<file path="config.mk">
export PLATFORM = sky130hd
export DESIGN_NAME = mecanum_wheel_mixer_core
export DESIGN_NICKNAME = d
export VERILOG_FILES = /design/src/hw/rtl/mwm_pkg.sv /design/src/hw/rtl/mwm_scale.sv /design/src/hw/rtl/mwm_div_cell.sv /design/src/hw/rtl/mwm_duty.sv /design/src/hw/rtl/mecanum_wheel_mixer_core.sv
export SDC_FILE = /design/constraint.sdc
export NUM_CORES = 2
export LEC_CHECK = 0
export ABC_CLOCK_PERIOD_IN_PS = 8300
export BUFFER_PORTS_ARGS = -buffer_cell sky130_fd_sc_hd__buf_2
export CAP_MARGIN = 5
export CORE_ASPECT_RATIO = 1.75
export CORE_MARGIN = 2
export CORE_UTILIZATION = 61
export DETAILED_ROUTE_END_ITERATION = 8
export PLACE_DENSITY = 0.77
export SYNTH_ARGS = -nofsm -noshare
export SYNTH_HDL_FRONTEND = slang
export SYNTH_HIERARCHICAL = 1
export SYNTH_SLANG_ARGS = --single-unit
</file>
<file path="constraint.sdc">
create_clock -name clk -period 8.3 [get_ports clk]
set_clock_uncertainty 0.15 [all_clocks]
set_input_delay 0.415 -clock clk [delete_from_list [all_inputs] [get_ports clk]]
set_output_delay 0.415 -clock clk [all_outputs]
set_load 0.1 [all_outputs]
</file>
<file path="src/hw/rtl/mwm_pkg.sv">
// Shared types and constants for the mecanum wheel mixer.
package mwm_pkg;

    localparam int CMD_W       = 16;
    localparam int SUM_W       = 18;
    localparam int MAG_W       = 17;
    localparam int DUTY_W      = 8;
    localparam int WHEEL_COUNT = 4;

    localparam logic [DUTY_W-1:0] DEAD_ZONE_RESET = 8'd25;
    localparam logic [DUTY_W-1:0] DUTY_MAX        = 8'd255;

    // Wheel lane order
    localparam int WHEEL_FL = 0;
    localparam int WHEEL_FR = 1;
    localparam int WHEEL_RL = 2;
    localparam int WHEEL_RR = 3;

    typedef struct packed {
        logic signed [CMD_W-1:0] forward_cmd;
        logic signed [CMD_W-1:0] lateral_cmd;
        logic signed [CMD_W-1:0] rotate_cmd;
    } cmd_t;

    typedef struct packed {
        logic [DUTY_W-1:0] front_left_duty;
        logic              front_left_forward;
        logic [DUTY_W-1:0] front_right_duty;
        logic              front_right_forward;
        logic [DUTY_W-1:0] rear_left_duty;
        logic              rear_left_forward;
        logic [DUTY_W-1:0] rear_right_duty;
        logic              rear_right_forward;
    } result_t;

endpackage

</file>
<file path="src/hw/rtl/mwm_scale.sv">
// Magnitude, peak search, divisor select and numerator multiply stage.
module mwm_scale
    import mwm_pkg::*;
#(
    parameter int DUTY_FULL_SCALE   = 255,
    parameter int COMMAND_FRAC_BITS = 14,
    parameter int NUM_W             = 25,
    parameter int DIV_W             = 17
)
(
    input  logic                    clk,
    input  logic                    rst_n,
    input  logic                    valid_in,
    input  logic signed [SUM_W-1:0] wheel [WHEEL_COUNT],
    output logic                    valid_out,
    output logic [NUM_W-1:0]        num [WHEEL_COUNT],
    output logic [DIV_W-1:0]        div,
    output logic                    dir [WHEEL_COUNT]
);

    localparam logic [DIV_W-1:0] ONE      = DIV_W'(1) << COMMAND_FRAC_BITS;
    localparam logic [NUM_W-1:0] FS_CONST = NUM_W'(DUTY_FULL_SCALE);

    logic [MAG_W-1:0] mag [WHEEL_COUNT];
    logic [MAG_W-1:0] peak_a;
    logic [MAG_W-1:0] peak_b;
    logic [MAG_W-1:0] peak;

    logic             valid_reg;
    logic [NUM_W-1:0] num_reg [WHEEL_COUNT];
    logic [NUM_W-1:0] num_next [WHEEL_COUNT];
    logic [DIV_W-1:0] div_reg;
    logic [DIV_W-1:0] div_next;
    logic             dir_reg [WHEEL_COUNT];
    logic             dir_next [WHEEL_COUNT];

    always_comb
    begin
        for (int i = 0; i < WHEEL_COUNT; i++)
        begin
            mag[i]      = wheel[i][SUM_W-1] ? MAG_W'(-wheel[i]) : MAG_W'(wheel[i]);
            dir_next[i] = !wheel[i][SUM_W-1] && (wheel[i] != '0);
            num_next[i] = NUM_W'(mag[i]) * FS_CONST;
        end
        peak_a   = (mag[WHEEL_FL] > mag[WHEEL_FR]) ? mag[WHEEL_FL] : mag[WHEEL_FR];
        peak_b   = (mag[WHEEL_RL] > mag[WHEEL_RR]) ? mag[WHEEL_RL] : mag[WHEEL_RR];
        peak     = (peak_a > peak_b) ? peak_a : peak_b;
        // Scale down only when some wheel exceeds full speed
        div_next = (DIV_W'(peak) > ONE) ? DIV_W'(peak) : ONE;
    end

    always_ff @(posedge clk or negedge rst_n)
    begin
        if (!rst_n)
        begin
            valid_reg <= 1'b0;
        end
        else
        begin
            valid_reg <= valid_in;
        end
    end

    always_ff @(posedge clk)
    begin
        div_reg <= div_next;
        for (int i = 0; i < WHEEL_COUNT; i++)
        begin
            num_reg[i] <= num_next[i];
            dir_reg[i] <= dir_next[i];
        end
    end

    assign valid_out = valid_reg;
    assign num       = num_reg;
    assign div       = div_reg;
    assign dir       = dir_reg;

endmodule

</file>
<file path="src/hw/rtl/mwm_div_cell.sv">
// One restoring-division cell: resolves one quotient bit for all four wheels.
module mwm_div_cell
    import mwm_pkg::*;
#(
    parameter int SHIFT = 0,
    parameter int NUM_W = 25,
    parameter int DIV_W = 17,
    parameter int Q_W   = 8
)
(
    input  logic             clk,
    input  logic             rst_n,
    input  logic             valid_in,
    input  logic [NUM_W-1:0] rem_in [WHEEL_COUNT],
    input  logic [Q_W-1:0]   quo_in [WHEEL_COUNT],
    input  logic [DIV_W-1:0] div_in,
    input  logic             dir_in [WHEEL_COUNT],
    output logic             valid_out,
    output logic [NUM_W-1:0] rem_out [WHEEL_COUNT],
    output logic [Q_W-1:0]   quo_out [WHEEL_COUNT],
    output logic [DIV_W-1:0] div_out,
    output logic             dir_out [WHEEL_COUNT]
);

    localparam int CMP_W = (NUM_W > DIV_W + SHIFT) ? NUM_W : DIV_W + SHIFT;

    logic [CMP_W-1:0] step;
    logic [CMP_W-1:0] remx [WHEEL_COUNT];
    logic             take [WHEEL_COUNT];

    logic             valid_reg;
    logic [NUM_W-1:0] rem_reg [WHEEL_COUNT];
    logic [NUM_W-1:0] rem_next [WHEEL_COUNT];
    logic [Q_W-1:0]   quo_reg [WHEEL_COUNT];
    logic [Q_W-1:0]   quo_next [WHEEL_COUNT];
    logic [DIV_W-1:0] div_reg;
    logic             dir_reg [WHEEL_COUNT];

    always_comb
    begin
        step = CMP_W'(div_in) << SHIFT;
        for (int i = 0; i < WHEEL_COUNT; i++)
        begin
            remx[i]     = CMP_W'(rem_in[i]);
            take[i]     = (remx[i] >= step);
            rem_next[i] = take[i] ? NUM_W'(remx[i] - step) : rem_in[i];
            // Append the new quotient bit at the bottom
            quo_next[i] = Q_W'({quo_in[i], take[i]});
        end
    end

    always_ff @(posedge clk or negedge rst_n)
    begin
        if (!rst_n)
        begin
            valid_reg <= 1'b0;
        end
        else
        begin
            valid_reg <= valid_in;
        end
    end

    always_ff @(posedge clk)
    begin
        div_reg <= div_in;
        for (int i = 0; i < WHEEL_COUNT; i++)
        begin
            rem_reg[i] <= rem_next[i];
            quo_reg[i] <= quo_next[i];
            dir_reg[i] <= dir_in[i];
        end
    end

    assign valid_out = valid_reg;
    assign rem_out   = rem_reg;
    assign quo_out   = quo_reg;
    assign div_out   = div_reg;
    assign dir_out   = dir_reg;

endmodule

</file>
<file path="src/hw/rtl/mwm_duty.sv">
// Output stage: saturate quotient to 8 bits, apply dead zone, register result.
module mwm_duty
    import mwm_pkg::*;
#(
    parameter int Q_W = 8
)
(
    input  logic              clk,
    input  logic              rst_n,
    input  logic              valid_in,
    input  logic [Q_W-1:0]    quo [WHEEL_COUNT],
    input  logic              dir [WHEEL_COUNT],
    input  logic [DUTY_W-1:0] dead_zone,
    output logic              done,
    output result_t           result
);

    localparam int SAT_W = (Q_W > DUTY_W) ? Q_W : DUTY_W;

    logic [SAT_W-1:0]  qx [WHEEL_COUNT];
    logic [DUTY_W-1:0] sat [WHEEL_COUNT];
    logic [DUTY_W-1:0] duty [WHEEL_COUNT];

    logic    done_reg;
    result_t result_reg;
    result_t result_next;

    always_comb
    begin
        for (int i = 0; i < WHEEL_COUNT; i++)
        begin
            qx[i]   = SAT_W'(quo[i]);
            sat[i]  = (qx[i] > SAT_W'(DUTY_MAX)) ? DUTY_MAX : qx[i][DUTY_W-1:0];
            duty[i] = (sat[i] < dead_zone) ? '0 : sat[i];
        end
        result_next.front_left_duty     = duty[WHEEL_FL];
        result_next.front_left_forward  = dir[WHEEL_FL];
        result_next.front_right_duty    = duty[WHEEL_FR];
        result_next.front_right_forward = dir[WHEEL_FR];
        result_next.rear_left_duty      = duty[WHEEL_RL];
        result_next.rear_left_forward   = dir[WHEEL_RL];
        result_next.rear_right_duty     = duty[WHEEL_RR];
        result_next.rear_right_forward  = dir[WHEEL_RR];
    end

    always_ff @(posedge clk or negedge rst_n)
    begin
        if (!rst_n)
        begin
            done_reg <= 1'b0;
        end
        else
        begin
            done_reg <= valid_in;
        end
    end

    always_ff @(posedge clk)
    begin
        result_reg <= result_next;
    end

    assign done   = done_reg;
    assign result = result_reg;

endmodule

</file>
<file path="src/hw/rtl/mecanum_wheel_mixer_core.sv">
// Top level of the mecanum wheel mixer: mix, scale, divider chain, duty output.
//
// Usage: raise start with a motion command on cmd (forward, lateral, rotate,
// signed fixed point). The command is taken at the rising edge where start is
// high and busy is low; busy stays low, so a new item may be presented every
// cycle. Each item yields one result: done pulses for one cycle with the four
// wheel duties and direction bits on result, once the item has passed through
// every stage of the pipeline described below.
// The pipeline is a mixing register, a scaling stage with one multiplier per
// wheel, a chain of division cells that each resolve one quotient bit for all
// four wheels, and a registered output stage; it sustains one item per cycle.
// The receiver cannot stall: a result is shown for one cycle and then is gone.
// dead_zone_we writes dead_zone_wdata into the dead zone register; write it
// only while no item is in flight.
// Reset clears every valid flag, so nothing is in flight afterwards, and sets
// the dead zone to 25.
module mecanum_wheel_mixer_core
    import mwm_pkg::*;
#(
    parameter int DUTY_FULL_SCALE   = 255,
    parameter int COMMAND_FRAC_BITS = 14
)
(
    input  logic              clk,
    input  logic              rst_n,
    input  logic              start,
    output logic              busy,
    input  cmd_t              cmd,
    output logic              done,
    output result_t           result,
    input  logic              dead_zone_we,
    input  logic [DUTY_W-1:0] dead_zone_wdata
);

    localparam int Q_W     = $clog2(DUTY_FULL_SCALE + 1);
    localparam int DIV_W   = (MAG_W > COMMAND_FRAC_BITS + 1) ? MAG_W : COMMAND_FRAC_BITS + 1;
    localparam int NUM_W   = MAG_W + Q_W;
    localparam int LATENCY = Q_W + 3;

    logic                    accept;
    logic signed [SUM_W-1:0] x_s;
    logic signed [SUM_W-1:0] y_s;
    logic signed [SUM_W-1:0] z_s;

    logic                    valid_reg;
    logic signed [SUM_W-1:0] wheel_reg [WHEEL_COUNT];
    logic signed [SUM_W-1:0] wheel_next [WHEEL_COUNT];
    logic [DUTY_W-1:0]       dead_zone_reg;

    logic             stage_valid [Q_W+1];
    logic [NUM_W-1:0] stage_rem [Q_W+1][WHEEL_COUNT];
    logic [Q_W-1:0]   stage_quo [Q_W+1][WHEEL_COUNT];
    logic [DIV_W-1:0] stage_div [Q_W+1];
    logic             stage_dir [Q_W+1][WHEEL_COUNT];

    // Fully pipelined: never hold off an item
    assign busy   = 1'b0;
    assign accept = start && !busy;

    always_comb
    begin
        x_s = SUM_W'(cmd.forward_cmd);
        y_s = SUM_W'(cmd.lateral_cmd);
        z_s = SUM_W'(cmd.rotate_cmd);
        wheel_next[WHEEL_FL] = x_s + y_s + z_s;
        wheel_next[WHEEL_FR] = x_s - y_s - z_s;
        wheel_next[WHEEL_RL] = x_s - y_s + z_s;
        wheel_next[WHEEL_RR] = x_s + y_s - z_s;
    end

    always_ff @(posedge clk or negedge rst_n)
    begin
        if (!rst_n)
        begin
            valid_reg     <= 1'b0;
            dead_zone_reg <= DEAD_ZONE_RESET;
        end
        else
        begin
            valid_reg <= accept;
            if (dead_zone_we)
            begin
                dead_zone_reg <= dead_zone_wdata;
            end
        end
    end

    always_ff @(posedge clk)
    begin
        for (int i = 0; i < WHEEL_COUNT; i++)
        begin
            wheel_reg[i] <= wheel_next[i];
        end
    end

    mwm_scale #(
        .DUTY_FULL_SCALE   (DUTY_FULL_SCALE),
        .COMMAND_FRAC_BITS (COMMAND_FRAC_BITS),
        .NUM_W             (NUM_W),
        .DIV_W             (DIV_W)
    ) u_scale (
        .clk       (clk),
        .rst_n     (rst_n),
        .valid_in  (valid_reg),
        .wheel     (wheel_reg),
        .valid_out (stage_valid[0]),
        .num       (stage_rem[0]),
        .div       (stage_div[0]),
        .dir       (stage_dir[0])
    );

    for (genvar i = 0; i < WHEEL_COUNT; i++)
    begin : g_quo_init
        assign stage_quo[0][i] = '0;
    end

    // Most significant quotient bit first
    for (genvar j = 0; j < Q_W; j++)
    begin : g_cell
        mwm_div_cell #(
            .SHIFT (Q_W - 1 - j),
            .NUM_W (NUM_W),
            .DIV_W (DIV_W),
            .Q_W   (Q_W)
        ) u_cell (
            .clk       (clk),
            .rst_n     (rst_n),
            .valid_in  (stage_valid[j]),
            .rem_in    (stage_rem[j]),
            .quo_in    (stage_quo[j]),
            .div_in    (stage_div[j]),
            .dir_in    (stage_dir[j]),
            .valid_out (stage_valid[j+1]),
            .rem_out   (stage_rem[j+1]),
            .quo_out   (stage_quo[j+1]),
            .div_out   (stage_div[j+1]),
            .dir_out   (stage_dir[j+1])
        );
    end

    mwm_duty #(
        .Q_W (Q_W)
    ) u_duty (
        .clk       (clk),
        .rst_n     (rst_n),
        .valid_in  (stage_valid[Q_W]),
        .quo       (stage_quo[Q_W]),
        .dir       (stage_dir[Q_W]),
        .dead_zone (dead_zone_reg),
        .done      (done),
        .result    (result)
    );

    a_done_has_item: assert property (@(posedge clk) disable iff (!rst_n)
        done |-> $past(accept, LATENCY))
        else $error("result strobe without an item taken LATENCY cycles before");

    a_item_gives_done: assert property (@(posedge clk) disable iff (!rst_n)
        accept |-> ##LATENCY done)
        else $error("item taken but no result after LATENCY cycles");

    a_dead_zone_fl: assert property (@(posedge clk) disable iff (!rst_n)
        (done && (result.front_left_duty != '0)) |->
            (result.front_left_duty >= dead_zone_reg))
        else $error("front left duty inside dead zone");

    a_dead_zone_rr: assert property (@(posedge clk) disable iff (!rst_n)
        (done && (result.rear_right_duty != '0)) |->
            (result.rear_right_duty >= dead_zone_reg))
        else $error("rear right duty inside dead zone");

endmodule

</file>
* Word level (Yosys, flattened, before mapping) *
Cells that the tools add are included.

word-level totals
  output and inout bits = 38
  bits in registers = 1243

operators by class
  reduce and logical (&&, ||, !) cells = 12
  multiplexer cells = 39
  add/subtract/negate cells = 38
  $mul = 4
  magnitude comparators = 44

operator list
  cell                                                   count
  two-way mux 25 bit                                     28
  two-way mux 17 bit                                     7
  greater-or-equal comparator 25 x 17 -> 1 bit           4
  greater-or-equal comparator 25 x 18 -> 1 bit           4
  greater-or-equal comparator 25 x 19 -> 1 bit           4
  greater-or-equal comparator 25 x 20 -> 1 bit           4
  greater-or-equal comparator 25 x 21 -> 1 bit           4
  greater-or-equal comparator 25 x 22 -> 1 bit           4
  greater-or-equal comparator 25 x 23 -> 1 bit           4
  greater-or-equal comparator 25 x 24 -> 1 bit           4
  multiplier 17 x 8 -> 25 bit (second input constant)    4
  subtractor 25 x 18 -> 25 bit                           4
  subtractor 25 x 19 -> 25 bit                           4
  subtractor 25 x 20 -> 25 bit                           4
  subtractor 25 x 21 -> 25 bit                           4
  subtractor 25 x 22 -> 25 bit                           4
  subtractor 25 x 23 -> 25 bit                           4
  subtractor 25 x 24 -> 25 bit                           4
  nonzero test 18 bit                                    4
  negator 17 bit                                         4
  greater-than comparator 17 bit                         3
  adder 17 x 16 -> 18 bit                                2
  subtractor 17 x 16 -> 18 bit                           2
  greater-than comparator 8 bit (second input constant)  4
  7 further kinds                                        19

* Depth between registers and ports, before layout *
  depth after elaboration = 7
  gate-level depth with buffers = 33

* Cells and area by module *
The synthesis kept the hierarchy.

by module, submodules not included
  module                            instances  cells each  seq. area each (um^2)  area an instance (um^2)
  mwm_scale                         1          1941        2447.3                 18277.5
  mwm_div_cell at g_cell[7].u_cell  1          930         3088.0                 8314.2
  mwm_div_cell at g_cell[5].u_cell  1          890         3088.0                 8205.4
  mwm_div_cell at g_cell[4].u_cell  1          898         3088.0                 8007.7
  mwm_div_cell at g_cell[3].u_cell  1          870         3088.0                 7910.1
  mwm_div_cell at g_cell[6].u_cell  1          859         3088.0                 7811.2
  mwm_div_cell at g_cell[2].u_cell  1          838         3088.0                 7746.2
  mwm_div_cell at g_cell[1].u_cell  1          812         3088.0                 7543.5
  mwm_div_cell at g_cell[0].u_cell  1          798         3088.0                 7452.1
  mecanum_wheel_mixer_core          1          824         1630.3                 6946.7
  mwm_duty                          1          148         745.7                  1582.8

* Worst setup path after synthesis *
OpenSTA, ideal clock, no wires.

  kind = reg2reg
  start = register wheel_reg[41] (netlist name)
  end = register u_scale.num_reg (netlist bit u_scale/num[74])
  arrival time = 6.137 ns
  data required time = 8.022 ns
  cell stages (with the launch flop) = 20
  buffers on the path = 0
  clock period less this slack = 6.415 ns
  setup slack = 1.885 ns
  setup time = 0.128 ns
  cells stage by stage = dfxtp_1 > or4_1 > or4_1 > o31ai_1 > xor2_1 > fa_1 > fa_1 > fa_1 > fa_1 > inv_1 > ha_1 > or3_1 > or3_1 > nand2_1 > o211a_1 > a221oi_1 > a41o_1 > o41ai_1 > mux2i_1 > nand4_1

RTL lines
  what                               line                            source
  from (decl)                        mecanum_wheel_mixer_core.sv:46  logic signed [SUM_W-1:0] wheel_reg [WHEEL_COUNT];
  from (signal, indexed assignment)  mecanum_wheel_mixer_core.sv:92  wheel_reg[i] <= wheel_next[i];
  to (signal, indexed assignment)    mwm_scale.sv:69                 num_reg[i] <= num_next[i];
  to (decl)                          mwm_scale.sv:30                 logic [NUM_W-1:0] num_reg [WHEEL_COUNT];

==> results.yml <==
run_status:
  status: "finished with violations"
  violations: "max-capacitance violations, max-slew violations"
critical_path:
  cp.required_ns: 8.77
  critPathMaxFanout: 5
  r2r_start: "wheel_reg[41]$_DFF_P_"
  r2r_slack_ns: 0.81
  worst-r2r-cell-count: 19
  worstSetupEndpointType: "register"
  r2r_end: "u_scale/num[74]$_DFF_P_"
  worst_ep_arrival_time_ns: 7.96
  startpoint_type: "register"
  criticalPathCategory: "reg -> reg"
die:
  coreArea_mm2: 0.1331
  die-area_mm2: 0.1374
  die_y_um: 488.8
  boundaryPins: 98
  initial_utilization_pct: 61.55
  fp-row-count: 177
  die_x_um: 281.0
logic_synthesis:
  synth_fp_nets: 10360
  syn_area_mm2: 0.08192
  syn_area_per_cell_um2: 9.040
  netlist_instances: 9062
  ys.warnings.count: 6
worst_hold_path:
  hp-start: "cmd[16]"
  hold_depth: 4
  hold_path_end: "wheel_reg[36]$_DFF_P_"
  worstHoldPathType: "in -> reg"
layout:
  fin_util_pct: 66.19
  nNetsFinal: 10420
  drive_gt1_share_pct: 7.021
  area_delta_synth_final_pct: 7.534
  largest_reg_flops: 700
sta:
  slew_headroom_pct: -10.57
  finalSetupTns_ns: 0
  setup_viol: 0
  rsz0062_at_grt: "false"
  worst_pin_slew_ns: 1.643
  fin_crit_ns: 7.490
  fin_crit_sh_pct: 90.24
  final-max-slew-violation-count: 3
  fmax_mhz: 133.5
  hold_viol: 0
routing:
  via_per_inst: 6.140
  vias: 67830
  antenna_left: 0
  drt-pass1-iter-count: 8
  wl_per_cell_um: 24.63
  drt_first_iter_violations: 4508
  drc: 0
  wl_um: 272100
clock_tree:
  htree_levels: 3
  clock-sinks: 1241
  cts_buffer_depth: 3
  postCtsHoldBufs: 21
  tritoncts: "done"
  insertion_delay_ns: 0.77
  clk_pin_slew_ns: 0.07
  cts_root_buf: "clkbuf_16"
  post_cts_resized: 0
  cts_setup_buffers: 0
  cts_made_buffers: 113
global_route:
  grt_overflow: 0
  grt_start_max_net_pins: 37
  grt_pass1_vias: 69280
  grt_pass1_wl_um: 405200
  antenna_found_initial: 25
  grtUsageTotal_pct: 39.53
place:
  placement.io_buffers: 96
  routabilityCongestion: 1.132
  dpl.hpwl_um: 218600
run:
  cap_violations: 1
per-stage QoR:
step | setup slack [ns] | instances | hold WS (ns) | cell area (µm²)
after floorplan | 1.885 | 9062 | -0.03059 | 81920
after global placement | 0.8061 | 10770 | 0.1597 | 83910
after detailed placement | 0.8712 | 10770 | 0.1621 | 83910
after CTS | 0.8280 | 11000 | 0.004420 | 87920
after global routing | 0.3121 | 11040 | 0.02635 | 88070
final | 0.8098 | 11050 | 0.02238 | 88090
metal layers:
metal / global-route usage, % / vias to the layer above / wire length (µm)
li1: - / 31920 / -
met1: 31.11 / 31960 / 78740
met2: 70.71 / 2496 / 136200
met3: 8.864 / 1441 / 13860
met4: 51.76 / 12 / 43210
met5: 0 / - / 80
worst max-delay path by stage:
stage | slack (ns) | end | start
final | 0.81 | u_scale/num[74]$_DFF_P_ | wheel_reg[41]$_DFF_P_
after global routing | 0.31 | u_scale/div[9]$_SDFF_PP0_ | wheel_reg[4]$_DFF_P_
after CTS | 0.83 | u_scale/div[9]$_SDFF_PP0_ | wheel_reg[4]$_DFF_P_
after detailed placement | 0.87 | u_scale/div[9]$_SDFF_PP0_ | wheel_reg[4]$_DFF_P_
after global placement | 0.81 | u_scale/div[9]$_SDFF_PP0_ | wheel_reg[4]$_DFF_P_
after floorplan | 1.88 | u_scale/num[74]$_DFF_P_ | wheel_reg[41]$_DFF_P_
cell usage in the layout, fill, tap and decap left out, drive strengths merged, types with 146 or more instances in the layout:
cell type     n
nand3       147
nor2        654
a21o        197
ha          910
nor2b       154
clkbuf      146
dfxtp      1222
a21oi       670
o21ai       579
xor2        286
nand2       598
nor3        154
buf         162
fa          328
inv         909
xnor2       378
worst max-delay path: stages (launching register included):
cell      delay [ns]
dfxtp_1         0.33
or4_1           0.62
or4_1           0.55
o31ai_1         0.28
xor2_1          0.90
fa_1            0.59
fa_1            0.53
fa_1            0.43
fa_1            0.49
inv_1           0.04
ha_1            0.23
or3_1           0.34
or3_1           0.33
nand2_1         0.10
o211a_1         0.20
a221oi_1        0.10
a41o_1          0.27
o41ai_1         0.50
mux2i_1         0.25
nand4_1         0.10
cell type report:
class,count,area [µm²]
Sequential cell,1241,24940
Inverter,896,3368
Multi-Input combinational cell,6685,52440
Fill cell,10960,45000
Clock inverter,64,666.9
Tap cell,1790,2240
Clock buffer,146,3134
Timing Repair Buffer,183,1194
Antenna cell,42,105.1
Power is not shown: default switching activity piles up to over one toggle a cycle in this logic, so the estimate is an artifact.
